**config.mk**
```make
export PLATFORM = sky130hd
export DESIGN_NAME = event_rate_limiter_sampler_unit
export DESIGN_NICKNAME = d
export VERILOG_FILES = /design/src/design/erls_pkg.sv /design/src/design/event_rate_limiter_sampler_unit.sv
export SDC_FILE = /design/constraint.sdc
export NUM_CORES = 2
export LEC_CHECK = 0
export ABC_CLOCK_PERIOD_IN_PS = 15800
export BUFFER_PORTS_ARGS = -buffer_cell sky130_fd_sc_hd__clkbuf_2
export CAP_MARGIN = 20
export CORE_ASPECT_RATIO = 1.5
export CORE_MARGIN = 1.5
export CORE_UTILIZATION = 63
export CTS_CLUSTER_SIZE = 12
export DETAILED_ROUTE_END_ITERATION = 10
export HOLD_SLACK_MARGIN = 0.02
export PLACE_DENSITY_LB_ADDON = 0.15
export SLEW_MARGIN = 10
export SYNTH_ARGS = -nofsm -noshare
export SYNTH_HDL_FRONTEND = slang
export SYNTH_SLANG_ARGS = --single-unit
```
**constraint.sdc**
```tcl
create_clock -name clock -period 15.8 [get_ports clock]
set_clock_uncertainty 0.05 [all_clocks]
set_input_delay 3.16 -clock clock [delete_from_list [all_inputs] [get_ports clock]]
set_output_delay 3.16 -clock clock [all_outputs]
set_load 0.005 [all_outputs]
```
**src/design/erls_pkg.sv**
```systemverilog
// Package with the request and response types and constants of the event rate limiter.
package erls_pkg;

   localparam int COUNT_BITS    = 24;
   localparam int VALUE_BITS    = 32;
   localparam int TYPE_COUNT    = 8;
   localparam int TYPE_BITS     = 3;
   localparam int TALLIED_TYPES = 5;
   localparam int CMD_BITS      = 2;
   localparam int RATE_BITS     = 32;
   localparam int THRESH_BITS   = 33;
   localparam int PRODUCT_BITS  = 64;
   localparam int SCALED_BITS   = COUNT_BITS + 20;
   localparam int WINDOW_SCALE  = 1000000;

   localparam logic [31:0] DEFAULT_SEED = 32'd2463534242;

   localparam logic [CMD_BITS-1:0] CMD_EVENT = 2'd0;
   localparam logic [CMD_BITS-1:0] CMD_BEGIN = 2'd1;
   localparam logic [CMD_BITS-1:0] CMD_END   = 2'd2;
   localparam logic [CMD_BITS-1:0] CMD_STEP  = 2'd3;

   localparam int ADDR_BITS = 6;
   localparam int DATA_BITS = 64;
   localparam int INDEX_BITS = 3;

   localparam logic [INDEX_BITS-1:0] REG_ENABLED   = 3'd0;
   localparam logic [INDEX_BITS-1:0] REG_MAX_STEP  = 3'd1;
   localparam logic [INDEX_BITS-1:0] REG_MAX_SEC   = 3'd2;
   localparam logic [INDEX_BITS-1:0] REG_THRESHOLD = 3'd3;
   localparam logic [INDEX_BITS-1:0] REG_MASK      = 3'd4;
   localparam logic [INDEX_BITS-1:0] REG_SEED      = 3'd5;

   typedef struct packed {
      logic [CMD_BITS-1:0]          cmd;
      logic [TYPE_BITS-1:0]         event_type;
      logic signed [VALUE_BITS-1:0] energy_delta;
      logic [VALUE_BITS-1:0]        force_magnitude;
      logic [31:0]                  elapsed_us;
   } req_type;

   typedef struct packed {
      logic                    pass_event;
      logic                    limiter_active;
      logic [COUNT_BITS-1:0]   total_count;
      logic [COUNT_BITS-1:0]   passed_count;
      logic [COUNT_BITS-1:0]   collision_count;
      logic [COUNT_BITS-1:0]   bond_made_count;
      logic [COUNT_BITS-1:0]   bond_broken_count;
      logic [COUNT_BITS-1:0]   anomaly_count;
      logic [COUNT_BITS-1:0]   spike_count;
      logic [VALUE_BITS-2:0]   peak_energy;
      logic [VALUE_BITS-1:0]   peak_force;
   } rsp_type;

endpackage

```
**src/design/event_rate_limiter_sampler_unit.sv**
```systemverilog
// Top level of the event rate limiter with xorshift32 sampling.
// The block takes one request per cycle unless the response side stalls, and returns one
// response per request. Requests pass through an input register and a stage that forms
// the end-window rate product, max_per_second times the clamped elapsed time, with one
// 32 by 32 multiplier; the statistics, the window count and the generator state are
// updated from that stage by a single-cycle loop, and the response is held in an output
// register until taken. The user must write configuration through the APB port while
// no request is in flight; the block itself does not enforce this. A seed write also
// reloads the generator, and a zero seed loads the default seed.
module event_rate_limiter_sampler_unit (
   input  logic                      clock,
   input  logic                      reset,
   input  logic                      req_valid,
   output logic                      req_ready,
   input  erls_pkg::req_type         req_data,
   output logic                      rsp_valid,
   input  logic                      rsp_ready,
   output erls_pkg::rsp_type         rsp_data,
   input  logic                      psel,
   input  logic                      penable,
   input  logic                      pwrite,
   input  logic [erls_pkg::ADDR_BITS-1:0] paddr,
   input  logic [erls_pkg::DATA_BITS-1:0] pwdata,
   output logic [erls_pkg::DATA_BITS-1:0] prdata,
   output logic                      pready
);
   import erls_pkg::*;

   localparam logic [COUNT_BITS-1:0] COUNT_MAX = {COUNT_BITS{1'b1}};
   localparam logic [VALUE_BITS-2:0] MAG_MAX = {(VALUE_BITS-1){1'b1}};

   function automatic logic [COUNT_BITS-1:0] sat_inc(input logic [COUNT_BITS-1:0] v);
      return (v == COUNT_MAX) ? v : v + 1'b1;
   endfunction

   function automatic logic [31:0] xorshift(input logic [31:0] w);
      logic [31:0] x;
      x = w ^ (w << 13);
      x = x ^ (x >> 17);
      x = x ^ (x << 5);
      return x;
   endfunction

   logic                    enabled_ff;
   logic [COUNT_BITS-1:0]   max_step_ff;
   logic [RATE_BITS-1:0]    max_sec_ff;
   logic [THRESH_BITS-1:0]  threshold_ff;
   logic [TYPE_COUNT-1:0]   mask_ff;
   logic [31:0]             seed_ff;

   logic [INDEX_BITS-1:0]   csr_index;
   logic                    csr_write;
   logic [31:0]             seed_value;

   logic                    s1_valid_ff;
   req_type                 s1_item_ff;
   logic                    s2_valid_ff;
   req_type                 s2_item_ff;
   logic [PRODUCT_BITS-1:0] s2_rate_ff;
   logic [PRODUCT_BITS-1:0] rate_in;
   logic [31:0]             elapsed_clamped;
   logic                    rsp_valid_ff;
   rsp_type                 rsp_ff;
   rsp_type                 rsp_in;

   logic                    out_free;
   logic                    s2_move;
   logic                    s2_free;
   logic                    s1_free;

   logic [31:0]             rng_word_ff, rng_word_in;
   logic [COUNT_BITS-1:0]   window_count_ff, window_count_in;
   logic [SCALED_BITS-1:0]  window_scaled_ff, window_scaled_in;
   logic                    active_ff, active_in;
   logic [COUNT_BITS-1:0]   seen_ff, seen_in;
   logic [COUNT_BITS-1:0]   passed_ff, passed_in;
   logic [COUNT_BITS-1:0]   tally_ff [TALLIED_TYPES];
   logic [COUNT_BITS-1:0]   tally_in [TALLIED_TYPES];
   logic [VALUE_BITS-2:0]   energy_peak_ff, energy_peak_in;
   logic [VALUE_BITS-1:0]   force_peak_ff, force_peak_in;

   logic [31:0]             draw_word;
   logic [VALUE_BITS-1:0]   energy_neg;
   logic [VALUE_BITS-2:0]   energy_mag;
   logic                    bypass;
   logic                    pass_bit;

   assign pready    = 1'b1;
   assign csr_index = paddr[ADDR_BITS-1:3];
   assign csr_write = psel && penable && pwrite;
   assign seed_value = (pwdata[31:0] == 32'd0) ? DEFAULT_SEED : pwdata[31:0];

   always_ff @(posedge clock) begin
      if (reset) begin
         enabled_ff   <= 1'b1;
         max_step_ff  <= COUNT_BITS'(100);
         max_sec_ff   <= RATE_BITS'(10000);
         threshold_ff <= {1'b1, {(THRESH_BITS-1){1'b0}}};
         mask_ff      <= '0;
         seed_ff      <= DEFAULT_SEED;
      end else if (csr_write) begin
         unique case (csr_index)
            REG_ENABLED:   enabled_ff   <= pwdata[0];
            REG_MAX_STEP:  max_step_ff  <= pwdata[COUNT_BITS-1:0];
            REG_MAX_SEC:   max_sec_ff   <= pwdata[RATE_BITS-1:0];
            REG_THRESHOLD: threshold_ff <= pwdata[THRESH_BITS-1:0];
            REG_MASK:      mask_ff      <= pwdata[TYPE_COUNT-1:0];
            REG_SEED:      seed_ff      <= seed_value;
            default: ;
         endcase
      end
   end

   always_comb begin
      unique case (csr_index)
         REG_ENABLED:   prdata = DATA_BITS'(enabled_ff);
         REG_MAX_STEP:  prdata = DATA_BITS'(max_step_ff);
         REG_MAX_SEC:   prdata = DATA_BITS'(max_sec_ff);
         REG_THRESHOLD: prdata = DATA_BITS'(threshold_ff);
         REG_MASK:      prdata = DATA_BITS'(mask_ff);
         REG_SEED:      prdata = DATA_BITS'(seed_ff);
         default:       prdata = '0;
      endcase
   end

   assign out_free  = !rsp_valid_ff || rsp_ready;
   assign s2_move   = s2_valid_ff && out_free;
   assign s2_free   = !s2_valid_ff || out_free;
   assign s1_free   = !s1_valid_ff || s2_free;
   assign req_ready = s1_free;
   assign rsp_valid = rsp_valid_ff;
   assign rsp_data  = rsp_ff;

   assign elapsed_clamped = (s1_item_ff.elapsed_us == 32'd0) ? 32'd1 : s1_item_ff.elapsed_us;
   assign rate_in = PRODUCT_BITS'(max_sec_ff) * PRODUCT_BITS'(elapsed_clamped);

   always_ff @(posedge clock) begin
      if (reset) begin
         s1_valid_ff <= 1'b0;
      end else if (s1_free) begin
         s1_valid_ff <= req_valid;
      end
      if (s1_free && req_valid) begin
         s1_item_ff <= req_data;
      end
   end

   always_ff @(posedge clock) begin
      if (reset) begin
         s2_valid_ff <= 1'b0;
      end else if (s2_free) begin
         s2_valid_ff <= s1_valid_ff;
      end
      if (s2_free && s1_valid_ff) begin
         s2_item_ff <= s1_item_ff;
         s2_rate_ff <= rate_in;
      end
   end

   assign draw_word  = xorshift(rng_word_ff);
   assign energy_neg = VALUE_BITS'(0) - s2_item_ff.energy_delta;

   always_comb begin
      if (s2_item_ff.energy_delta[VALUE_BITS-1]) begin
         energy_mag = energy_neg[VALUE_BITS-1] ? MAG_MAX : energy_neg[VALUE_BITS-2:0];
      end else begin
         energy_mag = s2_item_ff.energy_delta[VALUE_BITS-2:0];
      end
   end

   assign bypass = !enabled_ff || mask_ff[s2_item_ff.event_type];

   always_comb begin
      rng_word_in      = rng_word_ff;
      window_count_in  = window_count_ff;
      window_scaled_in = window_scaled_ff;
      active_in        = active_ff;
      seen_in          = seen_ff;
      passed_in        = passed_ff;
      tally_in         = tally_ff;
      energy_peak_in   = energy_peak_ff;
      force_peak_in    = force_peak_ff;
      pass_bit         = 1'b0;
      if (s2_move) begin
         unique case (s2_item_ff.cmd)
            CMD_EVENT: begin
               seen_in         = sat_inc(seen_ff);
               window_count_in = sat_inc(window_count_ff);
               if (window_count_ff != COUNT_MAX) begin
                  window_scaled_in = window_scaled_ff + SCALED_BITS'(WINDOW_SCALE);
               end
               if (energy_mag > energy_peak_ff) begin
                  energy_peak_in = energy_mag;
               end
               if (s2_item_ff.force_magnitude > force_peak_ff) begin
                  force_peak_in = s2_item_ff.force_magnitude;
               end
               for (int i = 0; i < TALLIED_TYPES; i++) begin
                  if (s2_item_ff.event_type == TYPE_BITS'(i)) begin
                     tally_in[i] = sat_inc(tally_ff[i]);
                  end
               end
               if (bypass) begin
                  pass_bit = 1'b1;
               end else if (passed_ff >= max_step_ff) begin
                  pass_bit = 1'b0;
               end else if (active_ff) begin
                  rng_word_in = draw_word;
                  pass_bit    = !({1'b0, draw_word} > threshold_ff);
               end else begin
                  pass_bit = 1'b1;
               end
               if (pass_bit) begin
                  passed_in = sat_inc(passed_ff);
               end
            end
            CMD_BEGIN: begin
               window_count_in  = '0;
               window_scaled_in = '0;
            end
            CMD_END: begin
               active_in = enabled_ff && ((window_count_ff > max_step_ff) ||
                           (PRODUCT_BITS'(window_scaled_ff) > s2_rate_ff));
            end
            CMD_STEP: begin
               seen_in        = '0;
               passed_in      = '0;
               energy_peak_in = '0;
               force_peak_in  = '0;
               for (int i = 0; i < TALLIED_TYPES; i++) begin
                  tally_in[i] = '0;
               end
            end
            default: ;
         endcase
      end
      if (csr_write && csr_index == REG_SEED) begin
         rng_word_in = seed_value;
      end
   end

   always_comb begin
      rsp_in.pass_event        = pass_bit;
      rsp_in.limiter_active    = active_in;
      rsp_in.total_count       = seen_in;
      rsp_in.passed_count      = passed_in;
      rsp_in.collision_count   = tally_in[0];
      rsp_in.bond_made_count   = tally_in[1];
      rsp_in.bond_broken_count = tally_in[2];
      rsp_in.anomaly_count     = tally_in[3];
      rsp_in.spike_count       = tally_in[4];
      rsp_in.peak_energy       = energy_peak_in;
      rsp_in.peak_force        = force_peak_in;
   end

   always_ff @(posedge clock) begin
      if (reset) begin
         rng_word_ff      <= DEFAULT_SEED;
         window_count_ff  <= '0;
         window_scaled_ff <= '0;
         active_ff        <= 1'b0;
         seen_ff          <= '0;
         passed_ff        <= '0;
         for (int i = 0; i < TALLIED_TYPES; i++) begin
            tally_ff[i] <= '0;
         end
         energy_peak_ff   <= '0;
         force_peak_ff    <= '0;
      end else begin
         rng_word_ff      <= rng_word_in;
         window_count_ff  <= window_count_in;
         window_scaled_ff <= window_scaled_in;
         active_ff        <= active_in;
         seen_ff          <= seen_in;
         passed_ff        <= passed_in;
         tally_ff         <= tally_in;
         energy_peak_ff   <= energy_peak_in;
         force_peak_ff    <= force_peak_in;
      end
   end

   always_ff @(posedge clock) begin
      if (reset) begin
         rsp_valid_ff <= 1'b0;
      end else if (s2_move) begin
         rsp_valid_ff <= 1'b1;
      end else if (rsp_ready) begin
         rsp_valid_ff <= 1'b0;
      end
      if (s2_move) begin
         rsp_ff <= rsp_in;
      end
   end

endmodule

```
======== Yosys cells after proc, flatten, opt, wreduce, memory -nomap -nowiden ========
Cells that the tools add are included.
storage, ports and cells
  register bits after elaboration ......... 932
  bits of input ports ..................... 178
  output and inout port bits .............. 300
  logic and storage cells ................. 176
operators by class
  add/sub/neg operators ................... 10
  multipliers ............................. 1
  magnitude comparators ................... 7
  equality and inequality tests ........... 25
  mux-type cells .......................... 51
  bitwise operators ....................... 3
  reductions and logical operators ........ 36
operator list
  operator                                                             number
  24-bit 2-to-1 mux                                                    16
  32-bit 2-to-1 mux                                                    10
  120-bit case mux with 2 select lines                                 1
  33-bit case mux with 6 select lines                                  1
  24-bit by 1-bit adder with 24-bit output, second input constant      8
  24-bit equality test, second input constant                          8
  24-bit case mux with 2 select lines                                  3
  31-bit 2-to-1 mux                                                    4
  120-bit 2-to-1 mux                                                   1
  44-bit case mux with 2 select lines                                  1
  44-bit by 64-bit > comparator with 1-bit output                      1
  32-bit zero test                                                     2
  32-bit by 32-bit multiplier with 64-bit output                       1
  32-bit case mux with 2 select lines                                  1
  32-bit bitwise XOR                                                   2
  31-bit case mux with 2 select lines                                  1
  44-bit by 20-bit adder with 44-bit output, second input constant     1
  44-bit 2-to-1 mux                                                    1
  32-bit by 33-bit > comparator with 1-bit output                      1
  32-bit > comparator                                                  1
  1-bit by 32-bit subtractor with 32-bit output, first input constant  1
  32-bit by 15-bit bitwise XOR with 32-bit output                      1
  31-bit > comparator                                                  1
  24-bit >= comparator                                                 1
  21 further kinds                                                     64

======== Depth between registers and ports, before layout ========
  depth after elaboration ................. 13
  depth in mapped cells ................... 30
  depth with buffers taken out ............ 28

======== Least setup slack after synthesis ========
No wires, ideal clock.
  path kind ............................... in2reg
  start point ............................. input port rsp_ready
  end point ............................... register s2_item_ff[100] (netlist name) (enable)
  setup time .............................. 0.828 ns
  arrival time ............................ 12.978 ns
  path slack .............................. 1.945 ns
  cell stages on the path ................. 3
  path buffers ............................ 1
  cells stage by stage .................... nor2b_1 -> clkbuf_1 -> a21boi_0
on the way
  word-level cells in the longest chain between the ends .. 3
ends and longest elaborated chain
  element               RTL line                                text
  from (decl)           event_rate_limiter_sampler_unit.sv:17   input logic rsp_ready,
  1-bit logical OR      event_rate_limiter_sampler_unit.sv:126  assign out_free = !rsp_valid_ff || rsp_ready;
  1-bit logical OR      event_rate_limiter_sampler_unit.sv:128  assign s2_free = !s2_valid_ff || out_free;
  1-bit logical AND     event_rate_limiter_sampler_unit.sv:154  if (s2_free && s1_valid_ff) begin
  to (signal assigned)  event_rate_limiter_sampler_unit.sv:155  s2_item_ff <= s1_item_ff;
  to (decl)             event_rate_limiter_sampler_unit.sv:58   req_type s2_item_ff;
No other way between the ends.
A chain may end at the register's enable or synchronous reset.

======== Final worst setup path ========
  start point ............................. register max_sec_ff[12]
  end point ............................... register s2_rate_ff[63], data pin
on the way
  word-level cells in the longest chain between the ends .. 1
ends and longest elaborated chain
  element                                         RTL line                                text
  from (decl)                                     event_rate_limiter_sampler_unit.sv:46   logic [RATE_BITS-1:0] max_sec_ff;
  from (signal assigned)                          event_rate_limiter_sampler_unit.sv:105  REG_MAX_SEC: max_sec_ff <= pwdata[RATE_BITS-1:0];
  32-bit by 32-bit multiplier with 64-bit output  event_rate_limiter_sampler_unit.sv:135  assign rate_in = PRODUCT_BITS'(max_sec_ff) * PRODUCT_BITS'(elapsed_clamped);
  via rate_in[63]                                 event_rate_limiter_sampler_unit.sv:60   logic [PRODUCT_BITS-1:0] rate_in;
  to (signal assigned)                            event_rate_limiter_sampler_unit.sv:156  s2_rate_ff <= rate_in;
  to (decl)                                       event_rate_limiter_sampler_unit.sv:59   logic [PRODUCT_BITS-1:0] s2_rate_ff;
The timed path passes the listed nets, and every way through them passes these cells.

==> Implementation_results.wiki <==
{| class="wikitable"
! Metric !! Value
|-
| Number of buffers on the longest clock path || 3
|-
| First-pass iteration count of the detailed router || 5
|-
| Cell taking the most area after synthesis || fa_1
|-
| Cell count after synthesis || 7562
|-
| Number of warnings printed during yosys synthesis || 0
|-
| Post-synthesis instance area || ~74000 um2
|-
| Count of clock tree sinks || between 900 and 1000
|-
| Starting utilization of the core area || between 60% and 70%
|-
| Sequential fraction of design power || 31.8%
|-
| Number of violations reported at the end of detailed-routing iteration 0 || 3527
|-
| Number of failing setup endpoints in the final timing report || 0
|-
| Setup CP Type || register to register
|-
| Horiz. Die Dim || roughly 280 um
|-
| Switching power share of the total || a little under two fifths
|-
| IO Port Bufs || 411
|-
| Avg Cell Area, Syn || just under 10 um2
|-
| Routed vias || 54700
|-
| Switching power total || between 3 and 4 mW
|-
| Num ports || about 480
|-
| CP peak stage delay || 0.67 ns
|-
| Routability congestion estimate || approximately 0.96
|-
| Static Leak || ~36 nW
|-
| Wire length of the first global-routing pass || approximately 310000 um
|-
| Async set-or-reset flop fraction in the synthesized netlist || 0%
|-
| Ys flop type || edfxtp_1
|-
| Number of setup buffers added after CTS || 0
|-
| Area share of the largest cell type after synthesis || about a quarter
|-
| Total number of nets in the final design || about 9300
|-
| Initial antenna violation count || 10
|-
| Biggest area contributors in the synthesized netlist || fa_1 (24%), edfxtp_1 (19%), dfxtp_1 (12%)
|-
| Via density per instance || about 5.8
|-
| Die area || 120000 um2
|-
| Pwr per Cell Area || around 110 nW/um2
|-
| Share of synthesized area occupied by flip-flops and latches || roughly a third
|-
| Worst path most repeated cell || fa_1
|-
| Total GRT Usage || about 34%
|-
| Max_cap viols || 0
|-
| Final Routed Wirelength || approximately 200000 um
|-
| Category of cells accounting for the largest share of critical-path delay || adder cells
|-
| Slowest CP cell || a311oi_1
|-
| Achievable clock frequency || about 0.10 GHz
|-
| Final routed DRC violation total || 0
|-
| Number of enable-type register cells in the synthesized netlist || 467
|-
| Buffer cell driving the clock tree root || clkbuf_16
|-
| Most common cell after layout, fill and taps aside || inv_1
|-
| Share of cells above drive strength 1 || under 10%
|-
| Final-layout fill cell count || 9072
|-
| DP HPWL || 147000 um
|-
| Final hold slack || between 0.3 and 0.4 ns
|-
| Routed WL per cell || between 20 and 25 um
|-
| Internal power || 5.42 mW
|-
| CTS Buf Count || 94
|-
| CP arrival || 9.99 ns
|-
| Path type of the worst min-delay path || register to register
|-
| Number of failing hold endpoints at the final stage || 0
|-
| Time the final worst path needs with I/O delays and setup || approximately 9.6 ns
|-
| Cell Rows || ~150
|-
| RSZ-0062 raised after global routing || false
|-
| Crit path buffers/inverters || 8
|-
| CP Data Required Time || around 16 ns
|-
| Synth Register Bits || around 900
|-
| Final Cycle Share || between 60% and 70%
|-
| Number of max-slew violations in the final report || 0
|-
| Clock tree from TritonCTS || yes
|-
| Kind of end point of the critical path || register
|-
| Combinational Power Share || a little over two fifths
|-
| Clk_lat worst skew || roughly 0.74 ns
|-
| Antenna violation net count after detailed routing || 0
|-
| CTS Hold Buffers Added || 0
|-
| H-tree Lvls || 3
|-
| Remaining max-slew budget at the tightest pin || 24.6%
|-
| Synth cell types || 76
|-
| Clock slew seen by the registers of the worst setup and hold paths || 0.06 ns
|-
| Pin count of the biggest net entering global routing || approximately 170
|-
| Most frequent cells in the layout || inv_1 (1104), nand2_1 (959), fa_1 (896)
|-
| Floorplan die height || roughly 420 um
|-
| Max VDD drop || 0.162 mV
|-
| Critical-path maximum fanout || 18
|-
| Total Neg Setup Slack || 0 ns
|-
| Remaining Overflow, GRT || 0
|-
| Proportion of power drawn by the clock network || between 20% and 30%
|-
| Sort of element at the start of the critical path || register
|-
| Run status || finished clean
|-
| Slew @ Worst Pin || 1.13 ns
|-
| Post-CTS sizing || 0
|-
| Area inside the core boundary || between 100000 and 150000 um2
|-
| Layout Area Growth over Synthesis || 8.71%
|-
| Via count of the first global-routing pass || 57300
|}
## metal layers
metal	GRT usage, %	wire (um)
met5	0	48
met4	19.6	12800
met3	5.45	13300
met2	60.4	102000
met1	37.7	69100
## power by group through the flow
| stage | clock [mW] | sequential [mW] | combinational [mW] |
|---|---|---|---|
| after floorplan | 0 | 2.85 | 2.82 |
| after global placement | 0 | 2.84 | 3.76 |
| after detailed placement | 0 | 2.85 | 3.83 |
| after CTS | 2.18 | 2.80 | 3.85 |
| after global routing | 2.27 | 2.81 | 4.36 |
| final | 2.15 | 2.80 | 3.85 |
## cell families (layout without fill, tap and decap cells)
family / after synthesis / count (layout) / share of synthesized area [%]
AO/OA/AOI/OAI: 805 / 805 / 7.15
other: 2 / 35 / 0.0101
AND/OR/NAND/NOR: 2559 / 2559 / 16.7
adder cells (fa/ha/maj): 1353 / 1353 / 32.0
XOR/XNOR: 359 / 359 / 4.27
buffers and inverters: 1510 / 1801 / 7.83
multiplexers: 48 / 48 / 0.715
flip-flops: 926 / 926 / 31.4
## cells in the mapped netlist, types with 9 or more instances
cell	number
inv_1	1104
nand2_1	961
fa_1	896
and2_1	610
edfxtp_1	467
dfxtp_1	459
ha_1	457
nor2_1	441
clkbuf_1	367
a21oi_1	270
xnor2_1	193
xor2_1	165
nor3_1	141
a22o_1	107
nand3_1	100
a21o_1	99
o21ai_0	91
nand4_1	90
and3_1	43
nor4_1	38
o22ai_1	35
a22oi_1	34
mux2i_1	33
buf_4	32
and4_1	31
o211ai_1	27
nor2b_1	26
or3_1	25
o21a_1	24
a31oi_1	19
nand2b_1	19
o31ai_1	16
o21bai_1	15
mux2_2	11
a221o_1	10
or4_1	9
## path summary, 6_finish.rpt
path,startpoint,to,slack [ns],cells past startpoint
worst max-delay path,max_sec_ff[12],s2_rate_ff[63],6.21,28
worst min-delay path,s1_item_ff[98],s2_item_ff[98],0.36,0
worst max register to register,max_sec_ff[12],s2_rate_ff[63],6.21,28
worst min register to register,s1_item_ff[98],s2_item_ff[98],0.36,0
## stage by stage
step / instances / total power [mW] / worst slack (ns) / instance area, um2 / util [%]
2_1_floorplan: 7592 / 5.67 / 1.94 / 74100 / -
3_3_place_gp: 9253 / 6.60 / 6.33 / 77400 / 66.6
3_5_place_dp: 9253 / 6.67 / 6.32 / 77400 / 66.6
4_1_cts: 9428 / 8.82 / 6.21 / 80400 / 69.2
5_1_grt: 9435 / 9.44 / 5.92 / 80500 / 69.2
6_report: 9436 / 8.80 / 6.21 / 80500 / 69.2
## layout make-up
type / instances / area, um2 / share of cell area, %
Clock inverter: 21 / 314 / 0.390
Inverter: 1105 / 4150 / 5.16
Multi-Input combinational cell: 5156 / 45200 / 56.2
Tap cell: 1550 / 1940 / 2.41
Antenna cell: 3 / 7.51 / 0.00933
Timing Repair Buffer: 521 / 2950 / 3.67
Clock buffer: 154 / 2640 / 3.28
Sequential cell: 926 / 23200 / 28.9
## worst register-to-register path: cells and delay by family (launching register included)
family	cells	cell delay, ns
adders and majority gates	9	4.43
AOI/OAI and AO/OA	7	2.76
buffers and inverters	8	0.99
and+or+nand+nor	3	0.66
DFF	1	0.31
xor gates and xnor gates	1	0.07
## flip-flops by register name (all words and copies together), names as in the netlist, 31 cells and up
| register | cells |
|---|---|
| seed_ff | 32 |
| energy_peak_ff | 31 |
| window_scaled_ff | 38 |
| max_sec_ff | 32 |
| force_peak_ff | 32 |
| s2_rate_ff | 64 |
| rsp_data | 233 |
| threshold_ff | 33 |
| s2_item_ff | 69 |
| rng_word_ff | 32 |
| tally_ff | 120 |
| s1_item_ff | 101 |
No activity file was read; power rests on OpenSTA's default activity.
